File: config.mk
export PLATFORM = sky130hd
export DESIGN_NAME = string_literal_unescaper
export DESIGN_NICKNAME = d
export VERILOG_FILES = /design/src/slu_pkg.sv /design/src/slu_dec.sv /design/src/string_literal_unescaper.sv
export SDC_FILE = /design/constraint.sdc
export NUM_CORES = 1
export LEC_CHECK = 0
export ABC_AREA = 0
export BUFFER_PORTS_ARGS = -buffer_cell sky130_fd_sc_hd__buf_4
export CORE_ASPECT_RATIO = 2
export CORE_MARGIN = 1.5
export CORE_UTILIZATION = 55
export CTS_CLUSTER_DIAMETER = 200
export DETAILED_ROUTE_END_ITERATION = 8
export GPL_TIMING_DRIVEN = 1
export PLACE_DENSITY = 0.77
export SYNTH_ARGS = -nofsm -noshare
export SYNTH_HDL_FRONTEND = slang
export SYNTH_SLANG_ARGS = --single-unit
File: constraint.sdc
create_clock -name i_clk -period 5.7 [get_ports i_clk]
set_input_delay 0.855 -clock i_clk [delete_from_list [all_inputs] [get_ports i_clk]]
set_output_delay 0.855 -clock i_clk [all_outputs]
set_load 0.005 [all_outputs]
File: src/slu_pkg.sv
`timescale 1ns / 1ps
// Shared types, constants and helpers for the string literal unescaper.
// No dependencies.
package slu_pkg;

    localparam int CNT_W = 16;
    localparam int OUT_W = 16;
    localparam int CAP_W = 16;
    localparam int CMP_W = ((CNT_W > CAP_W) ? CNT_W : CAP_W) + 1;

    typedef enum logic [2:0] {
        M_OPEN,
        M_BODY,
        M_BSL,
        M_HEX1,
        M_HEX2,
        M_UBRACE,
        M_UDIG,
        M_SKIP
    } t_mode;

    typedef enum logic [1:0] {
        K_BYTE  = 2'd0,
        K_DONE  = 2'd1,
        K_ERROR = 2'd2
    } t_kind;

    localparam logic [1:0] K_UNUSED = 2'd3;

    localparam logic [2:0] E_NONE    = 3'd0;
    localparam logic [2:0] E_SHORT   = 3'd0;
    localparam logic [2:0] E_FULL    = 3'd1;
    localparam logic [2:0] E_ESCAPE  = 3'd2;
    localparam logic [2:0] E_RANGE   = 3'd3;
    localparam logic [2:0] E_SURR    = 3'd4;

    localparam logic [CAP_W-1:0] CAP_RESET = '1;

    typedef struct packed {
        t_mode              mode;
        logic [3:0]         hex_high;
        logic [31:0]        acc;
        logic               digit_seen;
        logic [CNT_W-1:0]   out_count;
        logic [CNT_W-1:0]   byte_index;
        logic [CNT_W-1:0]   escape_start;
    } t_state;

    typedef struct packed {
        logic [2:0]         cnt;
        logic [3:0][7:0]    bytes;
        logic [1:0]         kind;
        logic [2:0]         code;
        logic [OUT_W-1:0]   len;
        logic [OUT_W-1:0]   pos;
        logic               fin;
    } t_pkt;

    // {valid, value}
    function automatic logic [4:0] hex_digit(input logic [7:0] c);
        logic [4:0] r;
        r = 5'd0;
        if (c >= 8'h30 && c <= 8'h39) begin
            r = {1'b1, 4'(c - 8'h30)};
        end else if (c >= 8'h61 && c <= 8'h66) begin
            r = {1'b1, 4'(c - 8'h57)};
        end else if (c >= 8'h41 && c <= 8'h46) begin
            r = {1'b1, 4'(c - 8'h37)};
        end
        return r;
    endfunction

endpackage

File: src/slu_dec.sv
`timescale 1ns / 1ps
// Next-state and result-packet logic for one raw byte of a literal.
// Depends on slu_pkg.
module slu_dec (
    input  slu_pkg::t_state                i_state,
    input  logic [7:0]                     i_raw_byte,
    input  logic                           i_is_last,
    input  logic [slu_pkg::CAP_W-1:0]      i_capacity,
    output slu_pkg::t_state                o_next,
    output slu_pkg::t_pkt                  o_pkt
);
    import slu_pkg::*;

    localparam logic [7:0] CH_BSL   = 8'h5C;
    localparam logic [7:0] CH_QUOTE = 8'h22;
    localparam logic [7:0] CH_N     = 8'h6E;
    localparam logic [7:0] CH_T     = 8'h74;
    localparam logic [7:0] CH_R     = 8'h72;
    localparam logic [7:0] CH_X     = 8'h78;
    localparam logic [7:0] CH_U     = 8'h75;
    localparam logic [7:0] CH_LBR   = 8'h7B;
    localparam logic [7:0] CH_RBR   = 8'h7D;

    logic [CNT_W-1:0] idx;
    logic [CNT_W-1:0] cnt;
    logic [CNT_W:0]   idx_p1;
    logic [4:0]       hd;
    logic             full;
    logic [31:0]      cp;
    logic [2:0]       nb;
    logic             fits;
    logic [3:0][7:0]  utf;

    function automatic t_pkt err_pkt(input logic [2:0] code, input logic [OUT_W-1:0] pos);
        t_pkt p;
        p      = '0;
        p.cnt  = 3'd1;
        p.kind = K_ERROR;
        p.code = code;
        p.pos  = pos;
        p.fin  = 1'b1;
        return p;
    endfunction

    function automatic t_pkt byte_pkt(input logic [7:0] b);
        t_pkt p;
        p          = '0;
        p.cnt      = 3'd1;
        p.kind     = K_BYTE;
        p.bytes[0] = b;
        return p;
    endfunction

    always_comb begin
        idx    = (i_state.mode == M_OPEN) ? '0 : i_state.byte_index;
        cnt    = (i_state.mode == M_OPEN) ? '0 : i_state.out_count;
        idx_p1 = {1'b0, idx} + (CNT_W+1)'(1);
        hd     = hex_digit(i_raw_byte);
        full   = CMP_W'(cnt) >= CMP_W'(i_capacity);
        cp     = i_state.acc;

        if (cp <= 32'h7F) begin
            nb = 3'd1;
        end else if (cp <= 32'h7FF) begin
            nb = 3'd2;
        end else if (cp <= 32'hFFFF) begin
            nb = 3'd3;
        end else begin
            nb = 3'd4;
        end
        fits = (CMP_W'(cnt) + CMP_W'(nb)) <= CMP_W'(i_capacity);

        utf = '0;
        case (nb)
            3'd1: begin
                utf[0] = cp[7:0];
            end
            3'd2: begin
                utf[0] = 8'hC0 | {3'b000, cp[10:6]};
                utf[1] = 8'h80 | {2'b00, cp[5:0]};
            end
            3'd3: begin
                utf[0] = 8'hE0 | {4'b0000, cp[15:12]};
                utf[1] = 8'h80 | {2'b00, cp[11:6]};
                utf[2] = 8'h80 | {2'b00, cp[5:0]};
            end
            default: begin
                utf[0] = 8'hF0 | {5'b00000, cp[20:18]};
                utf[1] = 8'h80 | {2'b00, cp[17:12]};
                utf[2] = 8'h80 | {2'b00, cp[11:6]};
                utf[3] = 8'h80 | {2'b00, cp[5:0]};
            end
        endcase

        o_next            = i_state;
        o_next.byte_index = CNT_W'(idx_p1);
        o_next.out_count  = cnt;
        o_pkt             = '0;

        case (i_state.mode)
            M_OPEN: begin
                if (i_is_last) begin
                    o_pkt       = err_pkt(E_SHORT, '0);
                    o_next.mode = M_OPEN;
                end else begin
                    o_next.mode = M_BODY;
                end
            end
            M_SKIP: begin
                if (i_is_last) begin
                    o_next.mode = M_OPEN;
                end
            end
            default: begin
                if (i_is_last) begin
                    o_next.mode = M_OPEN;
                    if (i_state.mode == M_BODY) begin
                        o_pkt      = '0;
                        o_pkt.cnt  = 3'd1;
                        o_pkt.kind = K_DONE;
                        o_pkt.len  = OUT_W'(cnt);
                        o_pkt.fin  = 1'b1;
                    end else begin
                        o_pkt = err_pkt(E_ESCAPE, OUT_W'(i_state.escape_start));
                    end
                end else begin
                    case (i_state.mode)
                        M_BODY: begin
                            if (i_raw_byte == CH_BSL) begin
                                o_next.escape_start = idx;
                                o_next.mode         = M_BSL;
                            end else if (full) begin
                                o_pkt       = err_pkt(E_FULL, '0);
                                o_next.mode = M_SKIP;
                            end else begin
                                o_pkt            = byte_pkt(i_raw_byte);
                                o_next.out_count = cnt + CNT_W'(1);
                            end
                        end
                        M_BSL: begin
                            if (full) begin
                                o_pkt       = err_pkt(E_FULL, '0);
                                o_next.mode = M_SKIP;
                            end else begin
                                o_next.mode = M_BODY;
                                case (i_raw_byte)
                                    CH_N: begin
                                        o_pkt            = byte_pkt(8'h0A);
                                        o_next.out_count = cnt + CNT_W'(1);
                                    end
                                    CH_T: begin
                                        o_pkt            = byte_pkt(8'h09);
                                        o_next.out_count = cnt + CNT_W'(1);
                                    end
                                    CH_R: begin
                                        o_pkt            = byte_pkt(8'h0D);
                                        o_next.out_count = cnt + CNT_W'(1);
                                    end
                                    CH_BSL: begin
                                        o_pkt            = byte_pkt(CH_BSL);
                                        o_next.out_count = cnt + CNT_W'(1);
                                    end
                                    CH_QUOTE: begin
                                        o_pkt            = byte_pkt(CH_QUOTE);
                                        o_next.out_count = cnt + CNT_W'(1);
                                    end
                                    CH_X: begin
                                        o_next.mode = M_HEX1;
                                    end
                                    CH_U: begin
                                        o_next.mode = M_UBRACE;
                                    end
                                    default: begin
                                        o_pkt = err_pkt(E_ESCAPE,
                                                        OUT_W'(i_state.escape_start));
                                        o_next.mode = M_SKIP;
                                    end
                                endcase
                            end
                        end
                        M_HEX1: begin
                            if (!hd[4]) begin
                                o_pkt       = err_pkt(E_ESCAPE, OUT_W'(i_state.escape_start));
                                o_next.mode = M_SKIP;
                            end else begin
                                o_next.hex_high = hd[3:0];
                                o_next.mode     = M_HEX2;
                            end
                        end
                        M_HEX2: begin
                            if (!hd[4]) begin
                                o_pkt       = err_pkt(E_ESCAPE, OUT_W'(i_state.escape_start));
                                o_next.mode = M_SKIP;
                            end else begin
                                o_pkt            = byte_pkt({i_state.hex_high, hd[3:0]});
                                o_next.out_count = cnt + CNT_W'(1);
                                o_next.mode      = M_BODY;
                            end
                        end
                        M_UBRACE: begin
                            if (i_raw_byte != CH_LBR) begin
                                o_pkt       = err_pkt(E_ESCAPE, OUT_W'(i_state.escape_start));
                                o_next.mode = M_SKIP;
                            end else begin
                                o_next.acc        = '0;
                                o_next.digit_seen = 1'b0;
                                o_next.mode       = M_UDIG;
                            end
                        end
                        default: begin
                            if (i_raw_byte != CH_RBR) begin
                                if (!hd[4]) begin
                                    o_pkt       = err_pkt(E_ESCAPE, OUT_W'(idx));
                                    o_next.mode = M_SKIP;
                                end else begin
                                    o_next.acc        = {i_state.acc[27:0], hd[3:0]};
                                    o_next.digit_seen = 1'b1;
                                end
                            end else if (!i_state.digit_seen) begin
                                o_pkt       = err_pkt(E_ESCAPE, OUT_W'(i_state.escape_start));
                                o_next.mode = M_SKIP;
                            end else if (cp > 32'h0010_FFFF) begin
                                o_pkt       = err_pkt(E_RANGE, OUT_W'(idx_p1));
                                o_next.mode = M_SKIP;
                            end else if (cp >= 32'hD800 && cp <= 32'hDFFF) begin
                                o_pkt       = err_pkt(E_SURR, OUT_W'(idx_p1));
                                o_next.mode = M_SKIP;
                            end else if (!fits) begin
                                o_pkt       = err_pkt(E_FULL, '0);
                                o_next.mode = M_SKIP;
                            end else begin
                                o_pkt            = '0;
                                o_pkt.cnt        = nb;
                                o_pkt.kind       = K_BYTE;
                                o_pkt.bytes      = utf;
                                o_next.out_count = cnt + CNT_W'(nb);
                                o_next.mode      = M_BODY;
                            end
                        end
                    endcase
                end
            end
        endcase
    end

endmodule

File: src/string_literal_unescaper.sv
`timescale 1ns / 1ps
// A byte's first result word is registered and shown in the cycle after the byte is accepted.
// Throughput: one raw byte per cycle while the output is not stalled and each gives at most
// one word; a \u{} escape gives up to four words, which leave the output register one per cycle while taken.
// Ready is high when the output register is empty or its last word is taken that cycle.
// Reset (synchronous, active low) empties the output and starts a new literal; capacity 65535.
module string_literal_unescaper (
    input  logic                          i_clk,
    input  logic                          i_rst_n,
    input  logic                          i_in_valid,
    output logic                          o_in_ready,
    input  logic [7:0]                    i_raw_byte,
    input  logic                          i_is_last,
    output logic                          o_out_valid,
    input  logic                          i_out_ready,
    output logic [1:0]                    o_kind,
    output logic [7:0]                    o_data_byte,
    output logic [2:0]                    o_error_code,
    output logic [slu_pkg::OUT_W-1:0]     o_out_length,
    output logic [slu_pkg::OUT_W-1:0]     o_error_position,
    output logic                          o_final_flag,
    input  logic                          i_cfg_valid,
    output logic                          o_cfg_ready,
    input  logic [slu_pkg::CAP_W-1:0]     i_cfg_data
);
    import slu_pkg::*;

    t_state            r_state;
    t_state            n_state;
    t_pkt              r_pkt;
    t_pkt              n_pkt;
    t_pkt              dec_pkt;
    logic [CAP_W-1:0]  r_cap;
    logic              in_take;
    logic              out_take;

    slu_dec u_dec (
        .i_state    (r_state),
        .i_raw_byte (i_raw_byte),
        .i_is_last  (i_is_last),
        .i_capacity (r_cap),
        .o_next     (n_state),
        .o_pkt      (dec_pkt)
    );

    assign o_out_valid = (r_pkt.cnt != 3'd0);
    assign out_take    = o_out_valid && i_out_ready;
    assign o_in_ready  = (r_pkt.cnt == 3'd0) || ((r_pkt.cnt == 3'd1) && i_out_ready);
    assign in_take     = i_in_valid && o_in_ready;
    assign o_cfg_ready = 1'b1;

    always_comb begin
        n_pkt = r_pkt;
        if (in_take) begin
            n_pkt = dec_pkt;
        end else if (out_take) begin
            n_pkt.cnt   = r_pkt.cnt - 3'd1;
            n_pkt.bytes = {8'h00, r_pkt.bytes[3:1]};
        end
    end

    always_ff @(posedge i_clk) begin
        r_pkt.bytes <= n_pkt.bytes;
        r_pkt.kind  <= n_pkt.kind;
        r_pkt.code  <= n_pkt.code;
        r_pkt.len   <= n_pkt.len;
        r_pkt.pos   <= n_pkt.pos;
        r_pkt.fin   <= n_pkt.fin;
        if (!i_rst_n) begin
            r_state.mode         <= M_OPEN;
            r_state.hex_high     <= '0;
            r_state.acc          <= '0;
            r_state.digit_seen   <= 1'b0;
            r_state.out_count    <= '0;
            r_state.byte_index   <= '0;
            r_state.escape_start <= '0;
            r_pkt.cnt            <= '0;
            r_cap                <= CAP_RESET;
        end else begin
            if (in_take) begin
                r_state <= n_state;
            end
            r_pkt.cnt <= n_pkt.cnt;
            if (i_cfg_valid) begin
                r_cap <= i_cfg_data;
            end
        end
    end

    assign o_kind           = r_pkt.kind;
    assign o_data_byte      = r_pkt.bytes[0];
    assign o_error_code     = r_pkt.code;
    assign o_out_length     = r_pkt.len;
    assign o_error_position = r_pkt.pos;
    assign o_final_flag     = r_pkt.fin;

endmodule

==> metrics.csv <==
metric,value,unit
status,completed,
fin area,0.0121,mm2
Fmax,0.186,GHz
critical path peak fanout,12,
Max-Cap Viols,0,
"EDFF count, synth",67,
Filler cells,1726,
Yosys cell types,88,
setup violators final,0,
routed wire length,37.4,mm
critical path required time,6030,ps
Final Wtd Congestion,1.11,
largest cells by area after synthesis,"dfxtp_1 (20%), edfxtp_1 (18%), nand2_1 (6.2%), a21oi_1 (5.4%), ha_1 (5.2%)",
top cell type's share of synthesized area,19.6,%
number of global-route vias before repair,10200,
largest net degree at the start of global routing,61,
"leading cell type in the layout, fill and taps excluded",nand2_1,
CTS Sinks,174,
die width,103,um
max incr delay on CP,540,ps
Post-CTS Hold Buffers,0,
Pwr Density,361,mW/mm2
Mapped Avg Cell Area,8.15,um2
"Seq/Total Area, Yosys",38.1,%
"Hold Vio Cnt, Final",0,
Die ar.,0.0207,mm2
top_reg_cell synth,dfxtp_1,
Placed Area,0.0114,mm2
slew margin rel.,10.1,%
Setup Buffers After CTS,0,
Die H,202,um
CP cell instances,nor4_1 > nand3_1 > nor3_4 > o21ai_0 > inv_1 > ha_1 > fa_1 > a21o_1 > nand4_4 > nor3_2 > nand3_1 > xor2_1 > nor2_1 > ha_1 > a21o_1 > a211oi_1 > o2111ai_1 > a211oi_2 > buf_12 > nand2_1 > o311ai_0 > o21ai_0,
FF/Latch Area,0.00415,mm2
Mapped Cells,1338,
DR pass1 iterations,6,
most frequent cells in the layout,"nand2_1 (179), nor2_1 (144), a21oi_1 (118)",
CP arrival,5700,ps
asr flop ratio synth,0,%
Placed Instances,1585,
nature of the critical path startpoint,register,
initial antenna violation count,3,
synthesis-to-layout area growth,10.8,%
fin crit share,94.4,%
CTS tree,yes,
final worst slack,322,ps
Starting Density,56.3,%
Rows,72,
worst path bufs/invs,2,
core area,0.0194,mm2
nets,1421,
Tmin final,5380,ps
final max-slew violation count,0,
Ports,79,
clk root buf,clkbuf_16,
worst-case clock buffer depth,2,
Fin Clk Skew,12.5,ps
P_leak,4.68,nW
Mapped Nets,1414,
Worst Setup Path Type,register to register,
gr usage total,37.8,%
GRT overflow,0,
pre-CTS setup slack,236,ps
Synth Warn #,0,
"area leader, netlist",dfxtp_1,
"Core Util, Final",62.4,%
via count,10500,
multi-input combinational cell area,0.00592,mm2
kind of cell with the highest combined delay on the critical path,compound AO/OA/AOI/OAI gates,
detailed-route DRC error count,0,
Finished Layout Cells,1619,
Clock transition at path regs,70,ps
DP HPWL,26.6,mm
Clock Latency Late Sink,460,ps
drt wl/cell,23.1,um
layout cells sized above 1,13.2,%
CTS H-tree lvls,4,
Fin Setup TNS,0,ps
Least-Margin Pin Slew,1340,ps
vias per cell,6.49,
first-pass GRT wire length,57.6,mm
Detail Route Antenna Nets,0,
Crit. End Element,register,
number of port buffers,77,
synthesized flop and latch total,174,
VDD IR max,0.330,mV
CTS Buf Count,17,
HP Class,register to register,
1st-iter DRT viols,1007,
total power,4.37,mW
Synth Cell Area,0.0109,mm2
WHS,450,ps
"Slowest-stage cell, CP",o311ai_0,
==> final timing paths <==
| check | from | end | slack (ps) | cells past startpoint |
|---|---|---|---|---|
| setup reg to reg | r_state[73] | r_state[35] | 320 | 22 |
| hold reg to reg | r_state[14] | r_state[14] | 450 | 2 |
| setup / recovery | r_state[73] | r_state[35] | 320 | 22 |
| hold / removal | r_state[14] | r_state[14] | 450 | 2 |
==> state kept, by name, indices dropped and copies added, names as in the netlist <==
register and cells:
o_out_length 16, o_kind 2, r_cap 16, r_pkt 24
o_error_position 16, r_state 88, o_final_flag 1, o_error_code 3
o_data_byte 8
==> cell usage after synthesis (all sizes together) (10+ instances only) <==
cell type / count
clkbuf: 62
buf: 63
a31oi: 10
nor2b: 16
o21ai: 73
and2: 10
a21oi: 118
ha: 45
xor2: 12
nand2: 180
a211oi: 14
inv: 45
nor2: 147
o211ai: 21
a22oi: 21
nand3: 64
nor3: 27
o22ai: 15
xnor2: 21
and3: 23
a221oi: 11
dfxtp: 107
edfxtp: 67
nand4: 11
nand2b: 12
==> worst register-to-register path: stages (launching register included) <==
cell,delay [ps]
dfxtp_1,330
nor4_1,370
nand3_1,210
nor3_4,270
o21ai_0,210
inv_1,100
ha_1,200
fa_1,240
a21o_1,220
nand4_4,160
nor3_2,270
nand3_1,120
xor2_1,160
nor2_1,140
ha_1,280
a21o_1,170
a211oi_1,230
o2111ai_1,190
a211oi_2,320
buf_12,170
nand2_1,200
o311ai_0,540
o21ai_0,140
==> final cells by class <==
type | instances | share of cell area [%]
tap | 259 | 2.68
timing repair buffer | 113 | 7.13
inverter | 49 | 1.53
multi-input combinational | 990 | 49.0
antenna | 2 | 0.0414
clock buffer | 17 | 3.52
clock inverter | 15 | 1.72
sequential | 174 | 34.4
==> per-layer routing <==
metal	up-vias	share of wire, %	track usage [%]
met5	-	0.070	0
met4	4	10	32.2
met3	234	8.4	13.2
met2	526	49	60.9
met1	4937	32	37.6
li1	4799	-	-
==> power by group <==
| group | internal, mW | switching, mW | total (mW) |
|---|---|---|---|
| Combinational | 0.455 | 0.961 | 1.42 |
| Clock | 0.740 | 0.530 | 1.27 |
| Sequential | 1.59 | 0.0875 | 1.68 |
| Total | 2.79 | 1.58 | 4.37 |
==> kinds of logic (layout without fill, tap and decap cells) <==
kind of cell | count (synthesis) | after routing | share of synthesized area (%)
and+or+nand+nor | 537 | 537 | 23.4
AOI/OAI and AO/OA | 361 | 361 | 21.4
DFF | 174 | 174 | 38.1
buffers and inverters | 174 | 194 | 8.02
adders and majority gates | 46 | 46 | 5.35
xor gates and xnor gates | 33 | 33 | 2.65
muxes | 12 | 12 | 1.14
other | 1 | 3 | 0.0344
==> repair_timing <==
item                                    4_1_cts  5_1_grt
gates resized for setup                       0        6
endpoints found under the hold margin         0        0
endpoints found under the setup margin        0       50
No activity file was read; power rests on OpenSTA's default activity.
